[src/hdl/adtsp_pkg.sv]
`default_nettype none

package adtsp_pkg;

    // Parser modes.
    typedef enum logic [1:0] {
        MODE_HUNT   = 2'd0,
        MODE_HEADER = 2'd1,
        MODE_SKIP   = 2'd2,
        MODE_EXPECT = 2'd3
    } parse_mode_t;

    // Result status codes.
    typedef enum logic [1:0] {
        STATUS_OK        = 2'd0,
        STATUS_BAD_SYNC  = 2'd1,
        STATUS_BAD_LAYER = 2'd2,
        STATUS_SHORT     = 2'd3
    } status_t;

    localparam logic [7:0]  SYNC_BYTE       = 8'hFF;
    localparam logic [7:0]  SYNC_NIBBLE     = 8'hF0;
    localparam logic [7:0]  LAYER_MASK      = 8'h06;
    localparam logic [3:0]  HDR_LEN_NO_CRC  = 4'd7;
    localparam logic [3:0]  HDR_LEN_CRC     = 4'd9;
    localparam logic [12:0] LAST_HDR_INDEX  = 13'd8;
    localparam logic [12:0] LEN_BYTE_INDEX  = 13'd5;
    localparam int          TDATA_WIDTH     = 88;

    // One decoded header or error report.
    typedef struct packed {
        status_t     status;
        logic [31:0] frame_start;
        logic        mpeg2_id;
        logic        crc_absent;
        logic [1:0]  profile;
        logic [3:0]  sampling_index;
        logic        private_bit;
        logic [2:0]  channel_config;
        logic [12:0] frame_length;
        logic [10:0] buffer_fullness;
        logic [1:0]  raw_blocks;
        logic [15:0] crc_word;
    } adtsp_result_t;

endpackage

`default_nettype wire

[src/hdl/adtsp_parser.sv]
`default_nettype none

module adtsp_parser (
    input  wire                      clk,
    input  wire                      rst_n,
    input  wire                      step,
    input  wire [7:0]                data_byte,
    output logic                     res_valid,
    output adtsp_pkg::adtsp_result_t res
);

    adtsp_pkg::parse_mode_t mode_reg, mode_next;
    logic [12:0] bif_reg, bif_next;
    logic [31:0] pos_reg, pos_next;
    logic [31:0] start_reg, start_next;
    logic [12:0] flen_reg, flen_next;
    logic [7:0]  hdr_reg [1:7];

    logic        hdr_we;
    logic [7:0]  hv [1:7];
    logic [3:0]  hlen;
    logic        fail;
    adtsp_pkg::status_t fail_code;
    logic        do_begin;

    // Header bytes as seen this cycle, with the incoming byte in its slot.
    always_comb
    begin
        for (int i = 1; i <= 7; i++)
        begin
            hv[i] = (bif_reg == 13'(i)) ? data_byte : hdr_reg[i];
        end
        hlen = hv[1][0] ? adtsp_pkg::HDR_LEN_NO_CRC : adtsp_pkg::HDR_LEN_CRC;
    end

    // Next state and result for one byte.
    always_comb
    begin
        mode_next  = mode_reg;
        bif_next   = bif_reg;
        pos_next   = pos_reg + 32'd1;
        start_next = start_reg;
        flen_next  = flen_reg;
        hdr_we     = 1'b0;
        fail       = 1'b0;
        fail_code  = adtsp_pkg::STATUS_OK;
        do_begin   = 1'b0;
        res_valid  = 1'b0;
        res        = '0;

        case (mode_reg)
            adtsp_pkg::MODE_HUNT:
            begin
                do_begin = (data_byte == adtsp_pkg::SYNC_BYTE);
            end
            adtsp_pkg::MODE_EXPECT:
            begin
                if (data_byte == adtsp_pkg::SYNC_BYTE)
                begin
                    do_begin = 1'b1;
                end
                else
                begin
                    res_valid       = 1'b1;
                    res.status      = adtsp_pkg::STATUS_BAD_SYNC;
                    res.frame_start = pos_reg;
                    mode_next       = adtsp_pkg::MODE_HUNT;
                end
            end
            adtsp_pkg::MODE_SKIP:
            begin
                bif_next = bif_reg + 13'd1;
                if (bif_next >= flen_reg)
                begin
                    mode_next = adtsp_pkg::MODE_EXPECT;
                end
            end
            default:
            begin
                if (bif_reg == 13'd0 || bif_reg > adtsp_pkg::LAST_HDR_INDEX)
                begin
                    do_begin = 1'b1;
                end
                else
                begin
                    // Sync nibble and layer check on the second byte.
                    if (bif_reg == 13'd1)
                    begin
                        if ((data_byte & adtsp_pkg::SYNC_NIBBLE) != adtsp_pkg::SYNC_NIBBLE)
                        begin
                            fail      = 1'b1;
                            fail_code = adtsp_pkg::STATUS_BAD_SYNC;
                        end
                        else if ((data_byte & adtsp_pkg::LAYER_MASK) != 8'd0)
                        begin
                            fail      = 1'b1;
                            fail_code = adtsp_pkg::STATUS_BAD_LAYER;
                        end
                    end
                    if (!fail)
                    begin
                        hdr_we   = (bif_reg < adtsp_pkg::LAST_HDR_INDEX);
                        bif_next = bif_reg + 13'd1;
                        if (bif_reg == adtsp_pkg::LEN_BYTE_INDEX)
                        begin
                            flen_next = {hv[3][1:0], hv[4], data_byte[7:5]};
                            if (flen_next < {9'd0, hlen})
                            begin
                                fail      = 1'b1;
                                fail_code = adtsp_pkg::STATUS_SHORT;
                            end
                        end
                    end
                    if (fail)
                    begin
                        res_valid       = 1'b1;
                        res.status      = fail_code;
                        res.frame_start = start_reg;
                        if (data_byte == adtsp_pkg::SYNC_BYTE)
                        begin
                            do_begin = 1'b1;
                        end
                        else
                        begin
                            mode_next = adtsp_pkg::MODE_HUNT;
                        end
                    end
                    else if (bif_next == {9'd0, hlen})
                    begin
                        // Last header byte: report the whole header.
                        res_valid           = 1'b1;
                        res.status          = adtsp_pkg::STATUS_OK;
                        res.frame_start     = start_reg;
                        res.mpeg2_id        = hv[1][3];
                        res.crc_absent      = hv[1][0];
                        res.profile         = hv[2][7:6];
                        res.sampling_index  = hv[2][5:2];
                        res.private_bit     = hv[2][1];
                        res.channel_config  = {hv[2][0], hv[3][7:6]};
                        res.frame_length    = flen_reg;
                        res.buffer_fullness = {hv[5][4:0], hv[6][7:2]};
                        res.raw_blocks      = hv[6][1:0];
                        res.crc_word        = hv[1][0] ? 16'd0 : {hv[7], data_byte};
                        mode_next = (flen_reg <= {9'd0, hlen}) ?
                                    adtsp_pkg::MODE_EXPECT : adtsp_pkg::MODE_SKIP;
                    end
                end
            end
        endcase

        // Open a new candidate frame at this byte.
        if (do_begin)
        begin
            start_next = pos_reg;
            bif_next   = 13'd1;
            flen_next  = 13'd0;
            mode_next  = adtsp_pkg::MODE_HEADER;
        end
    end

    // Control state.
    always_ff @(posedge clk or negedge rst_n)
    begin
        if (!rst_n)
        begin
            mode_reg  <= adtsp_pkg::MODE_HUNT;
            bif_reg   <= 13'd0;
            pos_reg   <= 32'd0;
            start_reg <= 32'd0;
            flen_reg  <= 13'd0;
        end
        else if (step)
        begin
            mode_reg  <= mode_next;
            bif_reg   <= bif_next;
            pos_reg   <= pos_next;
            start_reg <= start_next;
            flen_reg  <= flen_next;
        end
    end

    // Header byte store.
    always_ff @(posedge clk)
    begin
        if (step && hdr_we)
        begin
            hdr_reg[bif_reg[2:0]] <= data_byte;
        end
    end

`ifndef SYNTH
    // While collecting a header, the byte index stays within the longest header.
    a_hdr_index: assert property (@(posedge clk) disable iff (!rst_n)
        mode_reg == adtsp_pkg::MODE_HEADER |->
            (bif_reg >= 13'd1 && bif_reg <= adtsp_pkg::LAST_HDR_INDEX))
        else $error("header index out of range");

    // The frame length is known once the sixth header byte has passed.
    a_len_known: assert property (@(posedge clk) disable iff (!rst_n)
        (mode_reg == adtsp_pkg::MODE_HEADER && bif_reg > 13'd5) |->
            flen_reg >= {9'd0, adtsp_pkg::HDR_LEN_NO_CRC})
        else $error("frame length missing after length byte");

    // Skipping never runs past the frame end.
    a_skip_bound: assert property (@(posedge clk) disable iff (!rst_n)
        mode_reg == adtsp_pkg::MODE_SKIP |-> bif_reg < flen_reg)
        else $error("skip count beyond frame length");
`endif

endmodule

`default_nettype wire

[src/hdl/adts_frame_header_parser.sv]
`default_nettype none

// ADTS header parser: takes an AAC ADTS byte stream one byte per word and
// sustains one byte per clock while no result is stalled; each byte passes
// an input register, combinational header decode, and a result register,
// which drives the result word. A result is given for each
// good header (on its last header byte, seven or nine bytes in) and for each
// sync, layer or short-length failure; payload bytes give none. Only a
// stalled result register holds back the input, since decode cannot advance
// without a free result slot.
module adts_frame_header_parser (
    input  wire         clk,
    input  wire         rst_n,
    input  wire         s_axis_tvalid,
    output logic        s_axis_tready,
    input  wire  [7:0]  s_axis_tdata,  // [7:0] data_byte
    output logic        m_axis_tvalid,
    input  wire         m_axis_tready,
    // [31:0] frame_start, [32] mpeg2_id, [33] crc_absent, [35:34] profile,
    // [39:36] sampling_index, [40] private_bit, [43:41] channel_config,
    // [56:44] frame_length, [67:57] buffer_fullness, [69:68] raw_blocks,
    // [85:70] crc_word, [87:86] zero
    output logic [adtsp_pkg::TDATA_WIDTH-1:0] m_axis_tdata,
    output logic [1:0]  m_axis_tuser   // [1:0] status
);

    logic        in_valid_reg;
    logic [7:0]  in_byte_reg;
    logic        out_valid_reg;
    adtsp_pkg::adtsp_result_t out_reg;

    logic        step;
    logic        res_valid;
    adtsp_pkg::adtsp_result_t res;

    // Decode advances when a byte waits and the result slot is free or draining.
    assign step          = in_valid_reg && (!out_valid_reg || m_axis_tready);
    assign s_axis_tready = !in_valid_reg || step;

    adtsp_parser u_parser (
        .clk       (clk),
        .rst_n     (rst_n),
        .step      (step),
        .data_byte (in_byte_reg),
        .res_valid (res_valid),
        .res       (res)
    );

    // Valid flags of the input and result registers.
    always_ff @(posedge clk or negedge rst_n)
    begin
        if (!rst_n)
        begin
            in_valid_reg  <= 1'b0;
            out_valid_reg <= 1'b0;
        end
        else
        begin
            if (s_axis_tvalid && s_axis_tready)
            begin
                in_valid_reg <= 1'b1;
            end
            else if (step)
            begin
                in_valid_reg <= 1'b0;
            end

            if (step && res_valid)
            begin
                out_valid_reg <= 1'b1;
            end
            else if (m_axis_tready)
            begin
                out_valid_reg <= 1'b0;
            end
        end
    end

    // Payload registers.
    always_ff @(posedge clk)
    begin
        if (s_axis_tvalid && s_axis_tready)
        begin
            in_byte_reg <= s_axis_tdata;
        end
        if (step && res_valid)
        begin
            out_reg <= res;
        end
    end

    // Pack the result word.
    assign m_axis_tvalid = out_valid_reg;
    assign m_axis_tuser  = out_reg.status;
    assign m_axis_tdata  = {2'b00,
                            out_reg.crc_word,
                            out_reg.raw_blocks,
                            out_reg.buffer_fullness,
                            out_reg.frame_length,
                            out_reg.channel_config,
                            out_reg.private_bit,
                            out_reg.sampling_index,
                            out_reg.profile,
                            out_reg.crc_absent,
                            out_reg.mpeg2_id,
                            out_reg.frame_start};

`ifndef SYNTH
    // A stalled result blocks decode.
    a_no_overwrite: assert property (@(posedge clk) disable iff (!rst_n)
        (out_valid_reg && !m_axis_tready) |-> !step)
        else $error("decode advanced over a stalled result");

    // Error results carry nothing beyond status and frame start.
    a_err_clean: assert property (@(posedge clk) disable iff (!rst_n)
        (m_axis_tvalid && m_axis_tuser != adtsp_pkg::STATUS_OK) |->
            m_axis_tdata[adtsp_pkg::TDATA_WIDTH-1:32] == '0)
        else $error("error result with header fields set");

    // A good header is at least as long as its own header.
    a_ok_len: assert property (@(posedge clk) disable iff (!rst_n)
        (m_axis_tvalid && m_axis_tuser == adtsp_pkg::STATUS_OK) |->
            (out_reg.frame_length >= {9'd0, adtsp_pkg::HDR_LEN_NO_CRC} &&
             (out_reg.crc_absent || out_reg.frame_length >= {9'd0, adtsp_pkg::HDR_LEN_CRC})))
        else $error("good header with short frame length");
`endif

endmodule

`default_nettype wire

[config.mk]
export PLATFORM = sky130hd
export DESIGN_NAME = adts_frame_header_parser
export DESIGN_NICKNAME = d
export VERILOG_FILES = /design/src/hdl/adtsp_pkg.sv /design/src/hdl/adtsp_parser.sv /design/src/hdl/adts_frame_header_parser.sv
export SDC_FILE = /design/constraint.sdc
export NUM_CORES = 1
export LEC_CHECK = 0
export ABC_AREA = 1
export BUFFER_PORTS_ARGS = -buffer_cell sky130_fd_sc_hd__buf_4
export CELL_PAD_IN_SITES_DETAIL_PLACEMENT = 1
export CELL_PAD_IN_SITES_GLOBAL_PLACEMENT = 1
export CORE_MARGIN = 2
export CORE_UTILIZATION = 44
export DETAILED_ROUTE_END_ITERATION = 7
export PLACE_DENSITY = 0.73
export SLEW_MARGIN = 5
export SYNTH_ARGS = -nofsm -noshare
export SYNTH_HDL_FRONTEND = slang
export SYNTH_SLANG_ARGS = --single-unit
[constraint.sdc]
create_clock -name clk -period 11.91 [get_ports clk]
set_input_delay 1.191 -clock clk [delete_from_list [all_inputs] [get_ports clk]]
set_output_delay 1.191 -clock clk [all_outputs]
set_load 0.02 [all_outputs]
======== Word level (Yosys, flattened, before mapping) ========
Memories as Yosys holds them, arrays and structs flattened.
Index checks and enable logic that the tools add are counted.
cells by class
  $add $sub $neg .......................... 2
  order comparisons ....................... 5
  equality and inequality tests ........... 20
  muxes and demuxes ....................... 68
  bitwise gates (word level) .............. 1
  reductions and logical operators ........ 25
operator list
  operator                 count
  $mux W13                 10
  $mux W88                 1
  $mux W86                 1
  $pmux W34 S2             1
  $mux W54                 1
  $eq A13 B3 Y1 const B    4
  $mux W8                  5
  $mux W34                 1
  $mux W33                 1
  $add A32 B1 Y32 const B  1
  $mux W1                  27
  $eq A13 B2 Y1 const B    2
  $pmux W13 S2             1
  $mux W2                  12
  $mux W16                 1
  $add A13 B1 Y13 const B  1
  $eq A13 B1 Y1 const B    1
  $eq A13 B4 Y1            1
  $ge A13 B13 Y1           1
  $gt A13 B4 Y1 const B    1
  $le A13 B4 Y1            1
  $logic_not A13 Y1        1
  $lt A13 B4 Y1            1
  $lt A13 B4 Y1 const B    1
  other kinds (27)         43
storage, ports and cells
  flip-flop bits (word level) ............. 190
  memory bits (writable) .................. 56
  bits of input ports ..................... 12
  output and inout port bits .............. 92
  logic and storage cells ................. 142
  memories ................................ 1
memories
  memory            depth  width  rd ports  clocked after memory_dff  wr ports  line                source
  u_parser.hdr_reg  7      8      7         0                         1         adtsp_parser.sv:17  logic [7:0] hdr_reg [1:7];

======== Depth between registers and ports, before layout ========
Gate-level depths: netlist of the first run.
  depth in word-level cells ............... 16
  mapped depth ............................ 25
  depth with buffers taken out ............ 24

======== By module ========
A second synthesis of the first run with hierarchy kept.
second synthesis, totals
  cell total of the unflattened synthesis .. 1072
  area, all modules ....................... 11239.5 um^2
modules (own cells, without submodules)
  module                    instances  cells each  area each (um^2)  seq. area each (um^2)
  adtsp_parser              1          958         8229.1            3593.4
  adts_frame_header_parser  1          114         3010.4            2932.8

======== Worst setup path after synthesis of the first run ========
No wires, ideal clock.
  path type ............................... register -> register
  from .................................... reg u_parser.bif_reg[1]
  to ...................................... reg out_reg (netlist bit m_axis_tdata[0]), enable pin
  library setup time ...................... 0.442 ns
  arrival time ............................ 4.375 ns
  required time ........................... 11.468 ns
  path slack .............................. 7.093 ns
  cell stages (with the launch flop) ...... 22
  buffers on the path ..................... 0
  clock period less this slack ............ 4.817 ns
  cell sequence ........................... dfrtp_1 -> inv_1 -> ha_1 -> nand2_1 -> nor2_4 -> nand2_1 -> nand2_1 -> nand2_2 -> inv_1 -> ha_1 -> a21o_1 -> o21ai_0 -> inv_1 -> nand2_1 -> nand2_1 -> nor2_1 -> nor2_4 -> nand2_2 -> nand2_1 -> nand2_1 -> nand2_1 -> inv_1
on the way
  longest elaborated chain between the ends .. 13
  elaborated cells on any way between the ends .. 30
  classes of those cells .................. add/sub: 1; order compare: 2; eq/ne: 5; mux: 19; reduce/logical: 3
RTL lines
  what                      line                            source
  start: declaration        adtsp_parser.sv:13              logic [12:0] bif_reg, bif_next;
  start signal: assignment  adtsp_parser.sv:175             bif_reg <= bif_next;
  $eq A13 B1 Y1 *           adtsp_parser.sv:31              hv[i] = (bif_reg == 13'(i)) ? data_byte : hdr_reg[i];
  $mux W4 *                 adtsp_parser.sv:31
  $mux W4 *                 adtsp_parser.sv:33              hlen = hv[1][0] ? adtsp_pkg::HDR_LEN_NO_CRC : adtsp_pkg::HDR_LEN_CRC;
  via u_parser.hlen[1]      adtsp_parser.sv:21              logic [3:0] hlen;
  $lt A13 B4 Y1             adtsp_parser.sv:107             if (flen_next < {9'd0, hlen})
  $mux W1                   adtsp_parser.sv:107
  $mux W1                   adtsp_parser.sv:104             if (bif_reg == adtsp_pkg::LEN_BYTE_INDEX)
  $mux W1                   adtsp_parser.sv:100             if (!fail)
  $mux W1                   adtsp_parser.sv:80              if (bif_reg == 13'd0 || bif_reg > adtsp_pkg::LAST_HDR_INDEX)
  $mux W1                   adtsp_parser.sv:51              case (mode_reg)
  $mux W1 *                 adtsp_parser.sv:114             if (fail)
  $mux W1 *                 adtsp_parser.sv:80
  $pmux W1 S2 *             adtsp_parser.sv:51
  $logic_and A1 B1 Y1 *     adts_frame_header_parser.sv:86  if (step && res_valid)
  end signal: assignment    adts_frame_header_parser.sv:88  out_reg <= res;
  end: declaration          adts_frame_header_parser.sv:30  adtsp_pkg::adtsp_result_t out_reg;
The timed path passes the listed nets; every way through them passes the cells marked *. The select of a mux whose other input is x is not followed.
A chain may end at the register's enable or synchronous reset.

======== Worst setup path in the final report of the first run ========
  from .................................... reg u_parser.bif_reg[1]
  to ...................................... reg out_reg (netlist bit m_axis_tdata[54]), enable pin
on the way
  longest elaborated chain between the ends .. 13
  elaborated cells on any way between the ends .. 30
  classes of those cells .................. add/sub: 1; order compare: 2; eq/ne: 5; mux: 19; reduce/logical: 3
RTL lines
  what                                             line
  $eq A13 B1 Y1                                    adtsp_parser.sv:31, adtsp_parser.sv:87
  $mux W4 / $mux W1 (equally long branches)        adtsp_parser.sv:31, adtsp_parser.sv:87
  $mux W4 / $mux W1 (equally long branches)        adtsp_parser.sv:33, adtsp_parser.sv:80
  $lt A13 B4 Y1 / $mux W1 (equally long branches)  adtsp_parser.sv:107, adtsp_parser.sv:51
  $mux W1 / $mux W13 (equally long branches)       adtsp_parser.sv:107, adtsp_parser.sv:100
  $mux W1 / $mux W13 (equally long branches)       adtsp_parser.sv:104, adtsp_parser.sv:80
  $mux W1 / $mux W13 (equally long branches)       adtsp_parser.sv:100, adtsp_parser.sv:51
  $mux W1 / $eq A13 B4 Y1 (equally long branches)  adtsp_parser.sv:80, adtsp_parser.sv:128
  $mux W1, on equally long branches                adtsp_parser.sv:51, adtsp_parser.sv:128
  $mux W1                                          adtsp_parser.sv:114
  $mux W1 *                                        adtsp_parser.sv:80
  $pmux W1 S2 *                                    adtsp_parser.sv:51
  $logic_and A1 B1 Y1 *                            adts_frame_header_parser.sv:86
Mark *: on every way between the ends. The rest lies on a longest branch, timed or not. The select of a mux whose other input is x is not followed.

==> results of run 1 <==
-- power by group --
| part | switching, W | internal, W | total [W] |
|---|---|---|---|
| sequential | 0.0000309 | 0.000883 | 0.000914 |
| combinational | 0.0000495 | 0.0000260 | 0.0000755 |
| clock | 0.000330 | 0.000455 | 0.000785 |
| total | 0.000410 | 0.00136 | 0.00177 |
-- how the worst min path moves through the flow --
| stage | depth (start not counted) | to |
|---|---|---|
| floorplan | 1 | u_parser.pos_reg[21] |
| global placement | 1 | u_parser.pos_reg[21] |
| detailed placement | 1 | u_parser.pos_reg[21] |
| CTS | 1 | u_parser.pos_reg[21] |
| global route | 2 | u_parser.start_reg[15] |
| finish | 2 | u_parser.start_reg[23] |
-- critical path: stages, from the launching register on --
cell and delay [ns]:
dfrtp_1 0.48, inv_1 0.20, ha_1 0.24, nand2_1 0.11
nor2_4 0.19, nand3_1 0.48, inv_1 0.30, nand2_1 0.07
nand2_1 0.11, nand4_4 0.47, nand2_2 0.74, nand2_1 0.29
nand2_1 0.12, nand2_1 0.11, clkinv_2 0.32, buf_4 0.73
-- stage by stage --
stage               setup slack [ns]  utilization, %
floorplan                       7.09               -
global placement                6.73            48.4
detailed placement              6.46            48.4
CTS                             6.43            51.7
global route                    5.95            51.7
finish                          6.46            51.7
-- synthesized netlist by cell type (all sizes together), types with 18 or more instances --
cell type / number / area share, %
nand2: 245 / 8.9
edfxtp: 139 / 37
inv: 112 / 3.7
nand3: 111 / 5.0
o21ai: 101 / 5.1
dfrtp: 94 / 21
nor2: 75 / 3.2
nor3: 42 / 2.0
a21oi: 33 / 1.7
xor2: 33 / 2.6
buf: 27 / 2.0
ha: 25 / 2.8
nand4: 18 / 1.1
-- final cells by class --
class                   instances  area (sq um)  area share, %
clock inverters                11          96.3          0.742
flip-flops and latches        233          6530           50.2
multi-input cells             730          4000           30.8
repair buffers                104           781           6.01
inverters                     114           430           3.31
clock buffers                  39           741           5.70
well taps                     330           413           3.18
-- cell families (layout without fill, tap and decap cells) --
logic type / count (synthesis) / count (layout) / share of synthesized area [%]
AND/OR/NAND/NOR: 515 / 515 / 21.8
adder cells (fa/ha/maj): 25 / 25 / 2.79
other: 1 / 2 / 0.0334
flip-flops: 233 / 233 / 58.1
XOR/XNOR: 36 / 36 / 2.81
AO/OA/AOI/OAI: 151 / 151 / 8.05
buffers and inverters: 156 / 268 / 6.30
multiplexers: 1 / 1 / 0.0892
-- placed cells by master, fill, tap and decap left out, drive strengths merged --
master / instances
nand2: 245
edfxtp: 139
inv: 113
nand3: 111
buf: 104
o21ai: 101
dfrtp: 94
nor2: 75
nor3: 42
clkbuf: 39
xor2: 33
a21oi: 33
ha: 25
nand4: 18
nor3b: 16
clkinv: 11
nor4: 6
a21boi: 6
o211a: 5
xnor2: 3
a21o: 2
conb: 2
o211ai: 1
a31oi: 1
nand3b: 1
o21bai: 1
a211oi: 1
mux2i: 1
or2: 1
bufinv: 1
-- per-layer routing --
layer	wire length, um	up-vias	GRT usage (%)
li1	-	3965	-
met1	12600	4181	28.4
met2	15300	144	41.0
met3	1040	54	3.03
met4	835	0	6.74
met5	0	-	0
==> results by group, run 1 <==
Critical path
  • Worst Path Required: 12.08 ns
  • Reg2Reg Depth: 15
  • Critical Path Start: u_parser.bif_reg[1]
  • Startpoint Class: flip-flop
  • R2r startpoint: u_parser.bif_reg[1]
  • Crit path max fanout: 67
  • Critical path endpoint category: flip-flop
  • R2r endpoint: m_axis_tdata[54]
  • Crit path DAT: 5.63 ns
  • Worst Setup Path Type: reg2reg
  • Critical Path Sink: m_axis_tdata[54]
  • Worst R2R Setup Slack: 6.46 ns

Drt
  • Avg WL per Cell: 19.1 um
  • Pre-Repair DR Iteration Count: 4
  • Via count: 8344
  • Antenna Nets Post-Route: 0
  • Drt drc: 0
  • First DRT Iteration DRCs: 499
  • Vias/cell: 5.35
  • Routed WL: 29800 um

Clock network
  • Post-CTS Setup Inserts: 0
  • Clk_lat worst skew: 0.56 ns
  • Root Buffer: clkbuf_16
  • Hold buffer count at cts: 0
  • Clock sinks: 233
  • CTS H-tree lvls: 1
  • TritonCTS clock tree: built
  • Clock Pin Slew Worst Setup and Hold Paths: 0.06 ns
  • Post-cts gate resize count: 0
  • Cts bufs inserted: 27
  • Bufs on Longest Clock Path: 3

STA
  • Final Setup Violations: 0
  • Slew @ Worst Pin: 1.19 ns
  • Clock Skews: 0.0170 ns
  • Max Freq: 0.183 GHz
  • Min Hold Slack: 0.480 ns
  • Total negative slack: 0 ns
  • Clock period minus worst slack: 5.45 ns
  • Final Hold Vio Count: 0
  • Normalized max-slew margin: 19.8%
  • RSZ-0062 raised after global routing: no
  • Period utilization: 45.8%
  • Pins Over Slew Limit: 0

Global route
  • Pin count of the biggest net entering global routing: 68
  • Overflow after GRT: 0
  • Vias in the first global route: 8847
  • Initial antenna violation count: 0
  • GRT Total Usage: 22.7%
  • First-pass GRT wire length: 47600 um

Floorplan
  • Core area: 0.0251 sq mm
  • Initial core utilization: 44.7%
  • Die Height: 164 um
  • Die width: 164 um
  • Standard-cell rows: 58
  • Die area: 0.0268 sq mm
  • Ports: 104

Cells and area
  • Max reg flops: 86
  • Share of cells above drive strength 1: 17.0%
  • Ant. Diodes: 0
  • Synth-to-Final Area Change: 15.7%
  • Fillcell total: 2813
  • Nets: 1247
  • Final Cell Area: 0.0130 sq mm
  • Final Non-Filler Cells: 1561

Worst hold path
  • Worst hold-check path type: reg2reg
  • Worst Min Path Start: u_parser.start_reg[23]

Logic synthesis
  • Yosys reg bits: 233
  • Synth cell types: 46
  • Post-synth top flop: edfxtp_1
  • Synth async-reset ratio: 40.3%
  • Post-synthesis cell area: 0.0112 sq mm
  • Synth warn: 0
  • Synth Instances: 1118
  • Avg Inst Size Synth: 10.0 sq um
  • Post-synthesis sequential area ratio: 58.1%
  • EDFF count, synth: 139

Placed design
  • DP Wirelength: 20700 um
  • Placed cells: 1511
  • Placer Congestion: 0.856
  • Area post-placement: 0.0122 sq mm
  • Buffers added on ports: 101

Job
  • MaxCap Viol Count: 0

Status
  • Status: finished clean

Power and ir drop
  • PD cells: 137 mW/mm^2
  • VDD IR max: 0.0970 mV
  • Lkg Pwr: 6.05 nW
  • Tot Pwr: 0.00177 W
No activity file was read; power rests on OpenSTA's default activity.
==> run 2, diff against run 1 <==
--- a/config.mk
+++ b/config.mk
@@ -10,7 +10,7 @@
 export CELL_PAD_IN_SITES_DETAIL_PLACEMENT = 1
 export CELL_PAD_IN_SITES_GLOBAL_PLACEMENT = 1
 export CORE_MARGIN = 2
-export CORE_UTILIZATION = 44
+export CORE_UTILIZATION = 42
 export DETAILED_ROUTE_END_ITERATION = 7
 export PLACE_DENSITY = 0.73
 export SLEW_MARGIN = 5
==> constraint.sdc (replaced) <==
create_clock -name clk -period 4.6 [get_ports clk]
set_input_delay 0.46 -clock clk [delete_from_list [all_inputs] [get_ports clk]]
set_output_delay 0.46 -clock clk [all_outputs]
set_load 0.02 [all_outputs]
==> results by group, run 2 (synthesized netlist as in run 1, its figures left out) <==
Status
  • Status: finished with violations
  • Failing checks: DRC

Global route
  • Pin count of the biggest net entering global routing: 69 (+1.5%)
  • Initial antenna violation count: 0 (unchanged)
  • Vias in the first global route: 8875 (+0.32%)
  • GRT Total Usage: 21.3% (-1.4 points)
  • First-pass GRT wire length: 47800 um (+0.33%)
  • Overflow after GRT: 0 (unchanged)

STA
  • Period utilization: 87.5% (+42 points)
  • Final Setup Violations: 0 (unchanged)
  • Clock period minus worst slack: 4.03 ns (-1.43 ns)
  • Total negative slack: 0 ns (unchanged)
  • Pins Over Slew Limit: 0 (unchanged)
  • Clock Skews: 0.0178 ns (+0.000773 ns)
  • Final Hold Vio Count: 0 (unchanged)
  • Max Freq: 0.248 GHz (+35%)
  • RSZ-0062 raised after global routing: no
  • Normalized max-slew margin: 35.6% (+16 points)
  • Slew @ Worst Pin: 0.965 ns (-0.230 ns)
  • Final WS setup: 0.574 ns (-5.88 ns)

Drt
  • Avg WL per Cell: 18.6 um (-2.4%)
  • Antenna Nets Post-Route: 0 (unchanged)
  • Pre-Repair DR Iteration Count: 7 (+3)
  • Drt drc: 9 (+9)
  • Routed WL: 29400 um (-1.2%)
  • Vias/cell: 5.28 (-1.1%)
  • Via count: 8350 (+0.072%)
  • First DRT Iteration DRCs: 508 (+1.8%)

Critical path
  • Crit. path cell count: 22 (+7)
  • Worst Path Required: 4.77 ns (-7.31 ns)
  • Crit path max fanout: 68 (+1.5%)
  • Startpoint Class: flip-flop
  • Worst Setup Path Type: reg2reg
  • Worst path most repeated cell: nand2_1
  • Crit path max-delay family: simple AND/OR/NAND/NOR gates
  • Reg2Reg Depth: 22 (+7)
  • Max stage delay on crit path: 0.47 ns (-0.27 ns)
  • Critical path endpoint category: flip-flop
  • Crit path buffers/inverters: 5 (+1)
  • Crit path DAT: 4.20 ns (-1.43 ns)
  • Slowest-stage cell, CP: dfrtp_1
  • Critical-path cell list: inv_1 -> ha_1 -> nand2_1 -> nor2_4 -> nand2_1 -> nand2_1 -> nand2_2 -> inv_1 -> ha_1 -> a21o_1 -> o21ai_0 -> inv_1 -> nand2_1 -> nand2_1 -> nor2_1 -> nor2_4 -> nand2_2 -> nand2_1 -> nand2_1 -> nand2_1 -> clkinvlp_4 -> buf_12

Cells and area
  • Commonest non-fill, non-tap cells in the layout: 227 x nand2_1, 139 x edfxtp_1, 119 x buf_4
  • Nets: 1262 (+1.2%)
  • Synth-to-Final Area Change: 17.5%
  • Final Non-Filler Cells: 1580 (+1.2%)
  • Share of cells above drive strength 1: 18.4% (+1.4 points)
  • Ant. Diodes: 0 (unchanged)
  • Commonest non-fill, non-tap cell in the layout: nand2_1
  • Max reg flops: 86 (unchanged)
  • Fin util: 50.5% (-1.3 points)

Placed design
  • DP Wirelength: 20600 um (-0.42%)
  • Buffers added on ports: 101 (unchanged)
  • Pre-CTS setup slack: 0.607 ns (-5.85 ns)
  • Placer Congestion: 0.899 (+5.0%)
  • Placed cells: 1532 (+1.4%)

Power and ir drop
  • Tot Pwr: 0.00474 W (+170%)
  • Lkg Pwr: 6.15 nW (+1.8%)
  • PD cells: 360 mW/mm^2 (+160%)
  • VDD IR max: 0.244 mV (+150%)

Floorplan
  • Die area: 0.0280 sq mm (+4.6%)
  • Ports: 104 (unchanged)
  • Initial core utilization: 42.9% (-1.8 points)
  • Core area: 0.0261 sq mm (+4.1%)
  • Die Height: 167 um (+2.3%)
  • Die width: 167 um (+2.3%)
  • Standard-cell rows: 59 (+1.7%)

Clock network
  • Root Buffer: clkbuf_16
  • Clock sinks: 233 (unchanged)
  • Hold buffer count at cts: 0 (unchanged)
  • Bufs on Longest Clock Path: 3 (unchanged)
  • Clk_lat worst skew: 0.53 ns (-0.03 ns)
  • Clock Pin Slew Worst Setup and Hold Paths: 0.07 ns (about the same)
  • Post-cts gate resize count: 0 (unchanged)
  • CTS H-tree lvls: 1 (unchanged)
  • TritonCTS clock tree: built
  • Post-CTS Setup Inserts: 0 (unchanged)
  • Cts bufs inserted: 26 (-3.7%)

Job
  • MaxCap Viol Count: 0 (unchanged)

Worst hold path
  • Worst hold-check path type: in2async
[run 2: cell types whose count changed in the layout (fill, tap and decap cells not counted), moves of 2 or more]
cell,before,now
clkinv_1,6,4
clkinv_2,4,6
bufinv_16,1,4
buf_4,104,119
clkbuf_1,10,5
[run 2: worst reg2reg max path: cells and delay by family (launching register included)]
family	cells	cell delay (ns)
adder cells (fa/ha/maj)	2	0.47
AND/OR/NAND/NOR	13	1.57
AO/OA/AOI/OAI	2	0.31
buffers and inverters	5	0.75
flip-flops	1	0.47
[run 2: routing by layer]
metal  up-vias  GRT usage (%)  wire, um
li1       4001              -         -
met1      4123           26.9     12600
met2       169           38.5     15000
met3        57           2.62      1070
met4         0           6.20       789
met5         -              0         0
[run 2: final cells by class]
cell class              instances  area [sq um]
multi-input cells             730          4000
clock inverters                14           174
inverters                     114           433
well taps                     335           419
flip-flops and latches        233          6530
repair buffers                120           913
clock buffers                  34           722
fillers                      2914         12900
[run 2: worst paths after layout]
path / slack (ns) / from / endpoint
setup / recovery: 0.57 / u_parser.bif_reg[1] / m_axis_tdata[56]
hold / removal: 0.05 / rst_n / u_parser.flen_reg[9]
setup reg to reg: 0.57 / u_parser.bif_reg[1] / m_axis_tdata[56]
hold reg to reg: 0.47 / u_parser.pos_reg[21] / u_parser.pos_reg[21]
max in group asynchronous: 3.61 / rst_n / u_parser.bif_reg[7]
min in group clk: 0.11 / s_axis_tdata[3] / in_byte_reg[3]
[run 2: stage by stage]
| stage | cell area, sq um | hold WS [ns] |
|---|---|---|
| floorplan | 11200 | 0.164 |
| global placement | 12300 | 0.459 |
| detailed placement | 12300 | 0.462 |
| CTS | 13200 | 0.0654 |
| global route | 13200 | 0.0902 |
| finish | 13200 | 0.0457 |
[run 2: power breakdown]
part	internal, W	switching [W]
clock network	0.00133	0.000840
registers	0.00228	0.0000714
logic	0.0000722	0.000146
